**src/design/hld_pkg.sv**
```systemverilog
// shared types, constants and register indexes for the heater load-drop detector
`default_nettype none
package hld_pkg;

  localparam int TEMP_W  = 20;
  localparam int SP_W    = 18;
  localparam int ERR_W   = 14;
  localparam int MATH_W  = 22;
  localparam int TICK_W  = 8;
  localparam int STAB_W  = 5;
  localparam int CONF_W  = 2;
  localparam int LOADT_W = 7;
  localparam int IDX_W   = 3;
  localparam int CFGD_W  = 18;

  localparam logic [TICK_W-1:0]  BLANK_TICKS    = 8'd120;
  localparam logic [STAB_W-1:0]  ARM_TICKS      = 5'd20;
  localparam logic [CONF_W-1:0]  CONFIRM_TICKS  = 2'd2;
  localparam logic [LOADT_W-1:0] MAX_LOAD_TICKS = 7'd90;

  localparam logic OP_SAMPLE  = 1'b0;
  localparam logic OP_RESTART = 1'b1;

  localparam logic [IDX_W-1:0] REG_SETPOINT    = 3'd0;
  localparam logic [IDX_W-1:0] REG_DROP_THRESH = 3'd1;
  localparam logic [IDX_W-1:0] REG_ENTER_ERROR = 3'd2;
  localparam logic [IDX_W-1:0] REG_NEAR_BAND   = 3'd3;
  localparam logic [IDX_W-1:0] REG_ARM_ERROR   = 3'd4;
  localparam logic [IDX_W-1:0] REG_EXIT_ERROR  = 3'd5;
  localparam logic [IDX_W-1:0] REG_FLOOR_ERROR = 3'd6;

  localparam logic [SP_W-1:0]  SETPOINT_RST    = 18'd40000;
  localparam logic [ERR_W-1:0] DROP_THRESH_RST = 14'd45;
  localparam logic [ERR_W-1:0] ENTER_ERROR_RST = 14'd100;
  localparam logic [ERR_W-1:0] NEAR_BAND_RST   = 14'd800;
  localparam logic [ERR_W-1:0] ARM_ERROR_RST   = 14'd250;
  localparam logic [ERR_W-1:0] EXIT_ERROR_RST  = 14'd80;
  localparam logic [ERR_W-1:0] FLOOR_ERROR_RST = 14'd350;

  typedef struct packed {
    logic [SP_W-1:0]  setpoint;
    logic [ERR_W-1:0] drop_threshold;
    logic [ERR_W-1:0] enter_error;
    logic [ERR_W-1:0] near_band;
    logic [ERR_W-1:0] arm_error;
    logic [ERR_W-1:0] exit_error;
    logic [ERR_W-1:0] floor_error;
  } cfg_t;

  typedef struct packed {
    logic                     operation;
    logic signed [TEMP_W-1:0] temperature;
  } in_item_t;

  typedef struct packed {
    logic [7:0] status_flags;
    logic       load_active;
    logic       precharge_pulse;
    logic       floor_required;
  } out_item_t;

endpackage
`default_nettype wire

```
**src/design/hld_cfg.sv**
```systemverilog
// configuration register file
`default_nettype none
module hld_cfg
  import hld_pkg::*;
(
  input  wire logic              clk,
  input  wire logic              rst_n,
  input  wire logic              cfg_we,
  input  wire logic [IDX_W-1:0]  cfg_index,
  input  wire logic [CFGD_W-1:0] cfg_wdata,
  output cfg_t                   cfg
);

  cfg_t cfg_r, cfg_nxt;

  always_comb begin
    cfg_nxt = cfg_r;
    if (cfg_we) begin
      unique case (cfg_index)
        REG_SETPOINT:    cfg_nxt.setpoint       = cfg_wdata;
        REG_DROP_THRESH: cfg_nxt.drop_threshold = cfg_wdata[ERR_W-1:0];
        REG_ENTER_ERROR: cfg_nxt.enter_error    = cfg_wdata[ERR_W-1:0];
        REG_NEAR_BAND:   cfg_nxt.near_band      = cfg_wdata[ERR_W-1:0];
        REG_ARM_ERROR:   cfg_nxt.arm_error      = cfg_wdata[ERR_W-1:0];
        REG_EXIT_ERROR:  cfg_nxt.exit_error     = cfg_wdata[ERR_W-1:0];
        REG_FLOOR_ERROR: cfg_nxt.floor_error    = cfg_wdata[ERR_W-1:0];
        default:         cfg_nxt = cfg_r;
      endcase
    end
  end

  always_ff @(posedge clk) begin
    if (!rst_n) begin
      cfg_r.setpoint       <= SETPOINT_RST;
      cfg_r.drop_threshold <= DROP_THRESH_RST;
      cfg_r.enter_error    <= ENTER_ERROR_RST;
      cfg_r.near_band      <= NEAR_BAND_RST;
      cfg_r.arm_error      <= ARM_ERROR_RST;
      cfg_r.exit_error     <= EXIT_ERROR_RST;
      cfg_r.floor_error    <= FLOOR_ERROR_RST;
    end else begin
      cfg_r <= cfg_nxt;
    end
  end

  assign cfg = cfg_r;

endmodule
`default_nettype wire

```
**src/design/hld_core.sv**
```systemverilog
// detector state and the per-sample compare and counter logic
`default_nettype none
module hld_core
  import hld_pkg::*;
(
  input  wire logic     clk,
  input  wire logic     rst_n,
  input  wire logic     step,
  input  wire in_item_t item,
  input  wire cfg_t     cfg,
  output out_item_t     result
);

  logic signed [TEMP_W-1:0] last_temp_r, last_temp_nxt;
  logic                     last_valid_r, last_valid_nxt;
  logic [TICK_W-1:0]        total_ticks_r, total_ticks_nxt;
  logic [STAB_W-1:0]        stable_ticks_r, stable_ticks_nxt;
  logic [CONF_W-1:0]        confirm_ticks_r, confirm_ticks_nxt;
  logic                     load_mode_r, load_mode_nxt;
  logic [LOADT_W-1:0]       load_ticks_r, load_ticks_nxt;

  logic signed [MATH_W-1:0] temp_x, last_x, sp_x, err, drop;
  logic signed [MATH_W-1:0] arm_x, enter_x, near_x, thr_x, exit_x, floor_x;
  logic ready, stable, armed, below, near, dropping, confirmed, pulse, load_now;
  logic [CONF_W-1:0]  conf_cnt;
  logic [LOADT_W-1:0] lt_inc;

  always_comb begin
    temp_x  = MATH_W'(item.temperature);
    last_x  = MATH_W'(last_temp_r);
    sp_x    = $signed({{(MATH_W-SP_W){1'b0}}, cfg.setpoint});
    arm_x   = $signed({{(MATH_W-ERR_W){1'b0}}, cfg.arm_error});
    enter_x = $signed({{(MATH_W-ERR_W){1'b0}}, cfg.enter_error});
    near_x  = $signed({{(MATH_W-ERR_W){1'b0}}, cfg.near_band});
    thr_x   = $signed({{(MATH_W-ERR_W){1'b0}}, cfg.drop_threshold});
    exit_x  = $signed({{(MATH_W-ERR_W){1'b0}}, cfg.exit_error});
    floor_x = $signed({{(MATH_W-ERR_W){1'b0}}, cfg.floor_error});

    err  = sp_x - temp_x;
    drop = last_x - temp_x;

    // tick counter stops one past the blanking count
    total_ticks_nxt = (total_ticks_r <= BLANK_TICKS) ? total_ticks_r + 1'b1 : total_ticks_r;
    ready    = total_ticks_nxt > BLANK_TICKS;
    stable   = (err > -arm_x) && (err < arm_x);
    below    = err > enter_x;
    near     = temp_x > (sp_x - near_x);
    dropping = last_valid_r && (drop > thr_x);

    if (ready && stable) begin
      stable_ticks_nxt = (stable_ticks_r < ARM_TICKS) ? stable_ticks_r + 1'b1 : stable_ticks_r;
    end else begin
      stable_ticks_nxt = '0;
    end
    armed = stable_ticks_nxt >= ARM_TICKS;

    if (armed && below && near && dropping) begin
      conf_cnt = (confirm_ticks_r < CONFIRM_TICKS) ? confirm_ticks_r + 1'b1 : confirm_ticks_r;
    end else begin
      conf_cnt = '0;
    end

    pulse    = !load_mode_r && (conf_cnt >= CONFIRM_TICKS);
    load_now = load_mode_r || pulse;
    confirmed = ((pulse ? '0 : conf_cnt) >= CONFIRM_TICKS) || load_now;

    lt_inc = (pulse ? '0 : load_ticks_r) + 1'b1;

    result.status_flags    = {load_now, confirmed, dropping, near,
                              below, armed, stable, ready};
    result.load_active     = load_now;
    result.precharge_pulse = pulse;
    result.floor_required  = load_now && (err > floor_x);

    confirm_ticks_nxt = pulse ? '0 : conf_cnt;
    if (load_now && ((err <= exit_x) || (lt_inc >= MAX_LOAD_TICKS))) begin
      load_mode_nxt  = 1'b0;
      load_ticks_nxt = '0;
    end else if (load_now) begin
      load_mode_nxt  = 1'b1;
      load_ticks_nxt = lt_inc;
    end else begin
      load_mode_nxt  = 1'b0;
      load_ticks_nxt = load_ticks_r;
    end
    last_temp_nxt  = item.temperature;
    last_valid_nxt = 1'b1;

    // restart wipes the detector and reports all zeros
    if (item.operation == OP_RESTART) begin
      result            = '0;
      total_ticks_nxt   = '0;
      stable_ticks_nxt  = '0;
      confirm_ticks_nxt = '0;
      load_mode_nxt     = 1'b0;
      load_ticks_nxt    = '0;
      last_temp_nxt     = '0;
      last_valid_nxt    = 1'b0;
    end
  end

  always_ff @(posedge clk) begin
    if (!rst_n) begin
      last_temp_r     <= '0;
      last_valid_r    <= 1'b0;
      total_ticks_r   <= '0;
      stable_ticks_r  <= '0;
      confirm_ticks_r <= '0;
      load_mode_r     <= 1'b0;
      load_ticks_r    <= '0;
    end else if (step) begin
      last_temp_r     <= last_temp_nxt;
      last_valid_r    <= last_valid_nxt;
      total_ticks_r   <= total_ticks_nxt;
      stable_ticks_r  <= stable_ticks_nxt;
      confirm_ticks_r <= confirm_ticks_nxt;
      load_mode_r     <= load_mode_nxt;
      load_ticks_r    <= load_ticks_nxt;
    end
  end

endmodule
`default_nettype wire

```
**src/design/heater_load_drop_detector.sv**
```systemverilog
// Heater load-drop detector, top level. Takes one temperature sample (or a restart
// command) per transfer and returns one result per sample: eight status flags, the
// load-mode flag, an integral precharge pulse and a floor request. Throughput is one
// sample per clock cycle while the output is not stalled; each sample passes the input
// register, then the detector state update together with the result register, whose
// contents are then offered on the output.
// A stalled result holds the sample behind it, and the input stalls once both are full.
// Configuration writes take effect on the next cycle and should only be made while no
// sample is in flight.
`default_nettype none
module heater_load_drop_detector
  import hld_pkg::*;
(
  input  wire logic              clk,
  input  wire logic              rst_n,
  input  wire logic              in_valid,
  output logic                   in_ready,
  input  wire in_item_t          in_data,
  output logic                   out_valid,
  input  wire logic              out_ready,
  output out_item_t              out_data,
  input  wire logic              cfg_we,
  input  wire logic [IDX_W-1:0]  cfg_index,
  input  wire logic [CFGD_W-1:0] cfg_wdata
);

  cfg_t      cfg;
  in_item_t  item_r;
  logic      item_valid_r;
  out_item_t result, result_r;
  logic      result_valid_r;
  logic      advance;

  hld_cfg u_cfg (
    .clk       (clk),
    .rst_n     (rst_n),
    .cfg_we    (cfg_we),
    .cfg_index (cfg_index),
    .cfg_wdata (cfg_wdata),
    .cfg       (cfg)
  );

  // result register frees up when empty or being taken
  assign advance  = !result_valid_r || out_ready;
  assign in_ready = !item_valid_r || advance;

  hld_core u_core (
    .clk    (clk),
    .rst_n  (rst_n),
    .step   (item_valid_r && advance),
    .item   (item_r),
    .cfg    (cfg),
    .result (result)
  );

  always_ff @(posedge clk) begin
    if (!rst_n) begin
      item_valid_r   <= 1'b0;
      result_valid_r <= 1'b0;
    end else begin
      if (in_ready) begin
        item_valid_r <= in_valid;
      end
      if (advance) begin
        result_valid_r <= item_valid_r;
      end
    end
  end

  always_ff @(posedge clk) begin
    if (in_valid && in_ready) begin
      item_r <= in_data;
    end
    if (item_valid_r && advance) begin
      result_r <= result;
    end
  end

  assign out_valid = result_valid_r;
  assign out_data  = result_r;

  a_pulse_in_load: assert property (@(posedge clk) disable iff (!rst_n)
    out_valid && out_data.precharge_pulse |-> out_data.load_active && out_data.status_flags[7])
    else $error("precharge pulse outside load mode");

  a_floor_in_load: assert property (@(posedge clk) disable iff (!rst_n)
    out_valid && out_data.floor_required |-> out_data.load_active)
    else $error("floor request outside load mode");

  a_load_confirmed: assert property (@(posedge clk) disable iff (!rst_n)
    out_valid && out_data.load_active |-> out_data.status_flags[6])
    else $error("load mode without confirmed flag");

  a_item_held: assert property (@(posedge clk) disable iff (!rst_n)
    item_valid_r && !advance |=> item_valid_r && $stable(item_r))
    else $error("pending sample lost while result stalled");

endmodule
`default_nettype wire

```
**config.mk**
```make
export PLATFORM = sky130hd
export DESIGN_NAME = heater_load_drop_detector
export DESIGN_NICKNAME = d
export VERILOG_FILES = /design/src/design/hld_pkg.sv /design/src/design/hld_cfg.sv /design/src/design/hld_core.sv /design/src/design/heater_load_drop_detector.sv
export SDC_FILE = /design/constraint.sdc
export NUM_CORES = 1
export LEC_CHECK = 0
export ABC_AREA = 1
export BUFFER_PORTS_ARGS = -buffer_cell sky130_fd_sc_hd__buf_2
export CAP_MARGIN = 30
export CORE_MARGIN = 2
export CORE_UTILIZATION = 57
export CTS_CLUSTER_SIZE = 16
export DETAILED_ROUTE_END_ITERATION = 16
export HOLD_SLACK_MARGIN = 0.12
export PLACE_DENSITY_LB_ADDON = 0.15
export SYNTH_ARGS = -nofsm -noshare
export SYNTH_HDL_FRONTEND = slang
export SYNTH_SLANG_ARGS = --single-unit
export TNS_END_PERCENT = 20
```
**constraint.sdc**
```tcl
create_clock -name clk -period 7.73 [get_ports clk]
set_input_delay 0.3865 -clock clk [delete_from_list [all_inputs] [get_ports clk]]
set_output_delay 0.3865 -clock clk [all_outputs]
set_load 0.01 [all_outputs]
```
## Word level (Yosys, flattened, before mapping)

Cells that the tools add are included.

- Reductions and logical operators: 29
- $lt $le $gt $ge: 15
- Add/subtract/negate cells: 8
- Mux-type cells: 18
- Eq/ne operators: 6

Operators with widths:

| kind | number |
|---|---|
| $gt A22 B15 Y1 | 3 |
| $mux W7 | 4 |
| $gt A22 B22 Y1 | 1 |
| $le A22 B15 Y1 | 1 |
| $lt A22 B15 Y1 | 1 |
| $neg A14 Y22 | 1 |
| $sub A19 B20 Y21 | 1 |
| $sub A20 B20 Y21 | 1 |
| $gt A20 B19 Y1 | 1 |
| $mux W20 | 1 |
| $sub A18 B14 Y19 | 1 |
| $mux W8 | 2 |
| $reduce_and A2 Y1 | 8 |
| $mux W5 | 3 |
| $logic_and A1 B1 Y1 | 11 |
| $eq A3 B3 Y1 const B | 3 |
| $add A8 B1 Y8 const B | 1 |
| $gt A8 B7 Y1 const B | 1 |
| $le A8 B7 Y1 const B | 1 |
| $mux W2 | 4 |
| $add A7 B1 Y7 const B | 1 |
| $ge A7 B7 Y1 const B | 1 |
| $eq A3 B2 Y1 const B | 2 |
| $add A5 B1 Y5 const B | 1 |
| 11 further kinds | 21 |

- Register bits after elaboration: 180
- Logic and storage cells: 98
- Input port bits: 47
- Output and inout port bits: 13

## Longest topological paths before layout

Gate-level depths: netlist of run 1.

- Depth after elaboration: 19
- Depth in mapped cells: 49
- Mapped depth without buffers: 48

## By module

Synthesis of run 1 repeated with hierarchy kept, for this count alone.

- Cells, all modules: 1896
- Area, all modules: 13244.0 µm²

Modules (own cells, without submodules):

| module | instances | seq. area each (µm²) | cells an instance | area each (µm²) |
|---|---|---|---|---|
| hld_core | 1 | 880.8 | 1290 | 8240.4 |
| hld_cfg | 1 | 2042.0 | 561 | 3947.5 |
| heater_load_drop_detector | 1 | 1001.0 | 45 | 1056.0 |

## Worst setup path after synthesis of run 1

OpenSTA, ideal clock, no wires.

- Path type: register -> register
- From: register u_cfg.cfg_r (netlist bit u_cfg.cfg[44])
- To: register u_core.load_ticks_r[6]
- Required time: 7598 ps
- Arrival: 5548 ps
- Period minus slack after synthesis: 5680 ps
- Path slack: 2050 ps
- Path buffers: 1
- Cell stages (with the launch flop): 43
- Setup time: 132 ps
- Path through: dfxtp_1 > inv_1 > ha_1 > nand3_1 > and2_1 > inv_1 > a21oi_1 > o21ai_0 > a21oi_1 > o21bai_1 > a21oi_1 > o21bai_1 > a21oi_1 > o21bai_1 > a21oi_1 > o21bai_1 > a211o_1 > nor3_1 > [7 not listed] > nand3b_1 > nand2_1 > nor2_1 > nand3_1 > nor2_1 > nand4_4 > buf_6 > nand2_1 > inv_1 > ha_1 > nand2_1 > inv_1 > nand4_1 > nor2_1 > xnor2_2 > nand2_4 > nand3_1 > a21oi_1

- Cells in the longest elaborated chain, start to end: 14
- Elaborated cells between the ends (all ways): 18
- Those cells by class: add/sub (2); order compare (3); mux (5); reduce/logical (8)

RTL lines:

| item | line | text |
|---|---|---|
| start: declaration | hld_cfg.sv:14 | `cfg_t cfg_r, cfg_nxt;` |
| start signal: assignment | hld_cfg.sv:42 | `cfg_r <= cfg_nxt;` |
| $sub A18 B14 Y19 * | hld_core.sv:47 | `near = temp_x > (sp_x - near_x);` |
| $gt A20 B19 Y1 * | hld_core.sv:47 |  |
| $logic_and A1 B1 Y1 * (2 in a row) | hld_core.sv:57 | `if (armed && below && near && dropping) begin` |
| $mux W2 * | hld_core.sv:57 |  |
| $ge A2 B2 Y1 * | hld_core.sv:63 | `pulse = !load_mode_r && (conf_cnt >= CONFIRM_TICKS);` |
| $logic_and A1 B1 Y1 * | hld_core.sv:63 |  |
| $mux W7 | hld_core.sv:67 | `lt_inc = (pulse ? '0 : load_ticks_r) + 1'b1;` |
| $add A7 B1 Y7 | hld_core.sv:67 |  |
| $ge A7 B7 Y1 | hld_core.sv:76 | `if (load_now && ((err <= exit_x) \|\| (lt_inc >= MAX_LOAD_TICKS))) begin` |
| $logic_or A1 B1 Y1 | hld_core.sv:76 |  |
| $logic_and A1 B1 Y1 | hld_core.sv:76 |  |
| $reduce_bool A3 Y1 (no source line) or $mux W7 (tied branches) | - |  |
| $reduce_and A2 Y1 (no source line) or $mux W7 (tied branches) | - |  |
| end signal: assignment | hld_core.sv:118 | `load_ticks_r <= load_ticks_nxt;` |
| end: declaration | hld_core.sv:20 | `logic [LOADT_W-1:0] load_ticks_r, load_ticks_nxt;` |

Every way passes the cells marked *; elsewhere a longest branch is shown, timed or not. The select of a mux whose other input is x is not followed.
A chain may end at the register's enable or synchronous reset.

## Worst setup path after layout of run 1

- From: register u_cfg.cfg_r (netlist bit u_cfg.cfg[44])
- To: register u_core.load_ticks_r[3]

The elaborated chain is that of the path after synthesis.

==> qor.yml, run 1 <==
synthesis:
  synth.distinct_cells: 59
  synth_nets: 1955
  synth_edf_count: 30
  postSynthAreaPerCell_um2: 7.215
  synth_warnings: 0
  yosysTopAreaCell: "dfxtp_1"
  synth-seq-area-share_pct: 30.70
  synth_top_area_share_pct: 23.55
  synth_cells: 1744
  async_flop_share_pct: 0
  synthTopCellsByCount: "365 x nand2_1, 247 x inv_1, 193 x a21oi_1"
  ys_seq_elements: 178
  syn_area_mm2: 0.01258
  synthTopCellsByArea: "dfxtp_1 24%, ha_1 16%, nand2_1 11%, a21oi_1 7.7%, inv_1 7.4%"
  synth_ff_type: "dfxtp_1"
  yosysMostFrequentCell: "nand2_1"
die:
  initial_core_util_pct: 57.84
  io_pins: 60
  dieHeight_um: 152.6
  die_width_um: 152.6
  rows: 54
  core-area_mm2: 0.02176
  die_area_mm2: 0.02328
routing:
  viasPerCell: 5.519
  dr.pass1.iters: 5
  postRouteAntennaNets: 0
  route.detailed.drc: 0
  post_drt_wl_per_cell_um: 15.67
  vias: 11600
  totalWireLength_um: 32950
  drtIter0Drc: 776
clock_tree:
  cts_tree: "built"
  cts_buffers: 17
  postCtsSetupRepairBufs: 0
  htree_levels: 4
  ctsLongestPathBuffers: 2
  cts.sinks: 178
  clkSlewWorstSetupHoldPaths_ns: 0.08
  root_buffer: "clkbuf_16"
  insertion_delay_ns: 0.44
finish:
  fin_cells: 2102
  syn_to_final_growth_pct: 10.55
  fillCellCount: 1970
  drive_above_1_share_pct: 8.342
  diodes: 0
  finalCoreUtilization_pct: 63.94
  nNetsFinal: 2020
place:
  dp_cells: 2049
  place_congestion: 0.9413
  port_buffers: 59
  hpwl_um: 25340
setup_path:
  r2r_end: "u_core.load_ticks_r[3]"
  worstPathArrival_ns: 6.94
  crit_type: "flip-flop to flip-flop"
  crit_path_max_fanout: 14
  cp_slowest_stage_delay_ns: 0.35
  reg2reg_depth: 44
  cp-end-kind: "flip-flop"
  start_kind: "flip-flop"
  setup.worst_path.start: "u_cfg.cfg[44]"
  r2r_start: "u_cfg.cfg[44]"
  cp_common_cell: "a21oi_1"
  rrSetupSlack_ns: 1.16
  slowest_stage: "ha_1"
  cp.required_ns: 8.09
pwr:
  vdd_drop_max_mv: 0.1418
  p_per_area_mw_per_mm2: 175.3
  power.leakage_nw: 6.524
timing:
  relSlewSlack_pct: 29.73
  rsz0062_at_grt: "false"
  clock_skew_ns: 0.01216
  worstMarginPinSlew_ns: 1.050
  hold_viol_final: 0
  period_needed_ns: 6.572
  fin_crit_sh_pct: 85.02
  setup_violations: 0
  setup_tns_ns: 0
  finalMaxSlewViolations: 0
  fmax_mhz: 152.2
hold_path:
  min_path_type: "primary input to flip-flop"
  holdPathStages: 3
  hp-start: "in_valid"
  hold_end: "item_valid_r"
global_route:
  grt_max_degree: 60
  grtUsageTotal_pct: 28.99
  grt_pass1_wl_um: 54880
  grt_pass1_vias: 11240
  grt_antenna_before_repair: 0
  grt_overflow: 0
run:
  drv_cap: 0
run_status:
  outcome: "complete, no violations"
[cell usage in the layout (no fill, tap or decap), types with 12 or more instances in the layout]
master / n
dlygate4sd3_1: 21
inv_1: 247
o211ai_1: 30
xnor2_1: 12
o21ai_0: 110
dfxtp_1: 148
nor2_1: 128
nand3_1: 84
buf_2: 59
xor2_1: 40
ha_1: 161
clkbuf_16: 17
edfxtp_1: 30
a21oi_1: 193
nand2_1: 365
nand4_1: 26
inv_2: 14
[cells by family after synthesis]
kind of cell | Yosys count | synth area share [%]
and+or+nand+nor | 668 | 23.22
AOI/OAI and AO/OA | 376 | 16.63
buffers and inverters | 305 | 9.217
DFF | 178 | 30.70
adders and majority gates | 164 | 16.49
xor gates and xnor gates | 53 | 3.749
[worst max path at each step]
stage | slack, ns | end | cells after the start
finish | 1.16 | u_core.load_ticks_r[3] | 44
global route | 0.38 | u_core.load_ticks_r[4] | 44
CTS | 1.21 | u_core.load_ticks_r[3] | 44
detailed placement | 1.24 | u_core.load_ticks_r[3] | 41
global placement | 1.51 | u_core.load_ticks_r[1] | 41
floorplan | 2.05 | u_core.load_ticks_r[6] | 42
[routing by layer]
metal,vias to the layer above,global-route usage (%),wire length (µm)
met1,5298,37.51,14820
met3,71,3.982,1480
met2,307,48.92,15430
met5,-,0,0
li1,5925,-,-
met4,0,11.73,1210
[layout make-up]
cell class	count	area (µm²)	share of cell area [%]
Clock buffer	17	425.4	3.058
Tap cell	280	350.3	2.518
Timing Repair Buffer	86	550.5	3.958
Inverter	265	994.7	7.151
Multi-Input combinational cell	1261	7562	54.36
Clock inverter	15	163.9	1.178
Sequential cell	178	3864	27.77
[where the power goes]
part / internal (mW) / total [mW] / switching [mW]
Clock: 0.460 / 0.880 / 0.420
Combinational: 0.203 / 0.561 / 0.359
Sequential: 0.975 / 0.997 / 0.0218
Total: 1.64 / 2.44 / 0.800
[registers in the layout, summed over array words and instances (netlist names), 2 cells and up]
signal / count
u_core.total_ticks_r: 8
u_core.load_ticks_r: 7
item_r: 21
u_cfg.cfg: 102
u_core.last_temp_r: 20
u_core.confirm_ticks_r: 2
u_core.stable_ticks_r: 5
out_data: 9
[per-stage QoR]
step                hold WS [ns]  worst slack (ns)  total power [mW]  instance area, µm²
global route              0.2238            0.3820             2.575               13910
detailed placement        0.4483             1.238             1.562               13110
finish                    0.2117             1.158             2.438               13910
floorplan                 0.4293             2.050             1.403               12580
global placement          0.4424             1.512             1.546               13110
CTS                       0.1216             1.214             2.449               13900
[worst max-delay path: cells and delay by family, from the launching register on]
kind | cells | cell delay, ns
adder cells (fa/ha/maj) | 3 | 0.87
flip-flops | 1 | 0.31
XOR/XNOR | 1 | 0.16
AO/OA/AOI/OAI | 13 | 2.02
buffers and inverters | 5 | 0.24
AND/OR/NAND/NOR | 22 | 2.89
[what timing repair did]
item,CTS,global route
endpoints found under the setup margin,0,0
endpoints found under the hold margin,20,1
hold buffers,20,1
gates resized for setup,0,0
No activity file was read; power rests on OpenSTA's default activity.
==> run 2, diff against run 1 <==
- REMOVE_ABC_BUFFERS: not set -> 1
==> run 2 against run 1 <==
Wire length decreased by 0.65%. Clock power decreased by 1%. Register-to-register slack got worse by 0.08 ns. Largest cell class unchanged. Highest routed layer unchanged.
==> qor.yml, run 2 (same netlist as run 1, synthesis figures left out) <==
run_status:
  outcome: "complete, no violations"
finish:
  fillCellCount: 1965  # -0.25%
  syn_to_final_growth_pct: 10.49  # about the same
  fin_area_mm2: 0.01390  # about the same
  seq_area_mm2: 0.003864  # unchanged
  nNetsFinal: 2021  # +0.050%
  most-common-layout-cells: "365 x nand2_1, 247 x inv_1, 193 x a21oi_1"
  diodes: 0  # unchanged
  largest_reg_flops: 102  # unchanged
  drive_above_1_share_pct: 8.393  # +0.050 points
  layout_commonest_cell: "nand2_1"
  multi_input_area_mm2: 0.007562  # unchanged
  finalCoreUtilization_pct: 63.91  # about the same
setup_path:
  slowest_stage: "ha_1"
  cp_slowest_stage_delay_ns: 0.34  # about the same
  start_kind: "flip-flop"
  cp.required_ns: 8.03  # -0.06 ns
  worstPathArrival_ns: 6.95  # about the same
  cp-end-kind: "flip-flop"
  crit_type: "flip-flop to flip-flop"
  cp_common_cell: "a21oi_1"
  crit_path_max_fanout: 14  # unchanged
timing:
  rsz0062_at_grt: "false"
  fin_crit_sh_pct: 85.99  # +0.98 points
  period_needed_ns: 6.647  # +0.07542 ns
  finalMaxSlewViolations: 0  # unchanged
  fmax_mhz: 150.4  # -1.1%
  relSlewSlack_pct: 44.61  # +15 points
  clock_skew_ns: 0.01061  # -0.001552 ns
  worstMarginPinSlew_ns: 0.8299  # -0.2203 ns
  hold_slack_ns: 0.1753  # -0.03638 ns
  setup_tns_ns: 0  # unchanged
  hold_viol_final: 0  # unchanged
  setup_violations: 0  # unchanged
routing:
  routed.top_layer: "met4"
  m1WireLength_um: 14740  # -0.52%
  viasPerCell: 5.511  # -0.14%
  postRouteAntennaNets: 0  # unchanged
  totalWireLength_um: 32730  # -0.65%
  dr_wl_met2_um: 15330  # -0.65%
  vias: 11590  # -0.095%
  route.detailed.drc: 0  # unchanged
  post_drt_wl_per_cell_um: 15.56  # -0.70%
  drtIter0Drc: 620  # -20%
  dr.pass1.iters: 5  # unchanged
  wl_met3_um: 1335  # -9.8%
global_route:
  grt_max_degree: 63  # +5.0%
  grt_antenna_before_repair: 0  # unchanged
  grt_pass1_wl_um: 53700  # -2.2%
  grt_pass1_vias: 11290  # +0.43%
  grt_overflow: 0  # unchanged
  grtUsageTotal_pct: 28.22  # -0.76 points
die:
  io_pins: 60  # unchanged
  rows: 54  # unchanged
  die_area_mm2: 0.02328  # unchanged
  die_width_um: 152.6  # unchanged
  initial_core_util_pct: 57.84  # unchanged
  dieHeight_um: 152.6  # unchanged
  core-area_mm2: 0.02176  # unchanged
pwr:
  finalPower_mw: 2.422  # -0.67%
  p_per_area_mw_per_mm2: 174.2  # -0.61%
  p_int_mw: 1.616  # -1.3%
  p_sw_share_pct: 33.27  # +0.45 points
  power_switching_mw: 0.8057  # +0.68%
  pwr-share-comb_pct: 23.1  # about the same
  pwr-share-seq_pct: 41.2  # +0.3 points
  p_clk_share_pct: 35.8  # -0.3 points
  vdd_drop_max_mv: 0.1327  # -6.4%
  power.leakage_nw: 6.521  # about the same
clock_tree:
  insertion_delay_ns: 0.44  # about the same
  cts_tree: "built"
  ctsLongestPathBuffers: 2  # unchanged
  cts_buffers: 17  # unchanged
  clkSlewWorstSetupHoldPaths_ns: 0.08  # about the same
  postCtsSetupRepairBufs: 0  # unchanged
  cts.sinks: 178  # unchanged
  htree_levels: 4  # unchanged
  root_buffer: "clkbuf_16"
place:
  port_buffers: 59  # unchanged
  hpwl_um: 24940  # -1.6%
  place_congestion: 0.9126  # -3.0%
  post_dp_cell_area_mm2: 0.01312  # about the same
run:
  drv_cap: 0  # unchanged
hold_path:
  min_path_type: "primary input to flip-flop"
## run 2: critical path: cells and delay by family, from the launching register on
kind,cells,cell delay [ns]
flip-flops,1,0.32
XOR/XNOR,2,0.34
AND/OR/NAND/NOR,19,2.73
adder cells (fa/ha/maj),3,0.85
buffers and inverters,4,0.20
AO/OA/AOI/OAI,13,2.03
## run 2: stage by stage
| stage | cells | setup WS (ns) |
|---|---|---|
| final | 2103 | 1.083 |
| after global routing | 2103 | 0.5793 |
| after CTS | 2102 | 1.172 |
| after detailed placement | 2050 | 1.269 |
| after global placement | 2050 | 1.474 |
| after floorplan | 1704 | 2.075 |
## run 2: cell type report
class | instances | area share, %
multi-input combinational | 1261 | 54.39
timing repair buffer | 87 | 4.014
inverter | 265 | 7.154
tap | 280 | 2.520
clock buffer | 18 | 3.159
sequential | 178 | 27.79
clock inverter | 14 | 0.9719
## run 2: routing by layer
metal	vias to the layer above	track usage, %
li1	5934	-
met1	5300	35.81
met2	281	48.39
met3	75	3.072
met4	0	12.87
met5	-	0
## run 2: power groups by stage
| stage | logic [mW] | clock network [mW] | registers, mW |
|---|---|---|---|
| after global routing | 0.630 | 0.913 | 1.00 |
| after CTS | 0.553 | 0.877 | 0.997 |
| after detailed placement | 0.540 | 0 | 1.02 |
| final | 0.558 | 0.867 | 0.997 |
| after floorplan | 0.383 | 0 | 1.01 |
| after global placement | 0.525 | 0 | 1.02 |
## run 2: worst paths after layout
path,startpoint,to,slack [ns],depth (start not counted)
max,u_cfg.cfg[44],u_core.load_mode_r,1.08,41
min,cfg_wdata[15],u_cfg.cfg[99],0.18,3
max reg2reg,u_cfg.cfg[44],u_core.load_mode_r,1.08,41
min reg2reg,u_core.total_ticks_r[6],u_core.total_ticks_r[6],0.45,2
## run 2: what timing repair did
action,CTS,global route
resized for setup,0,0
hold endpoints to repair,20,1
hold buffers,20,1
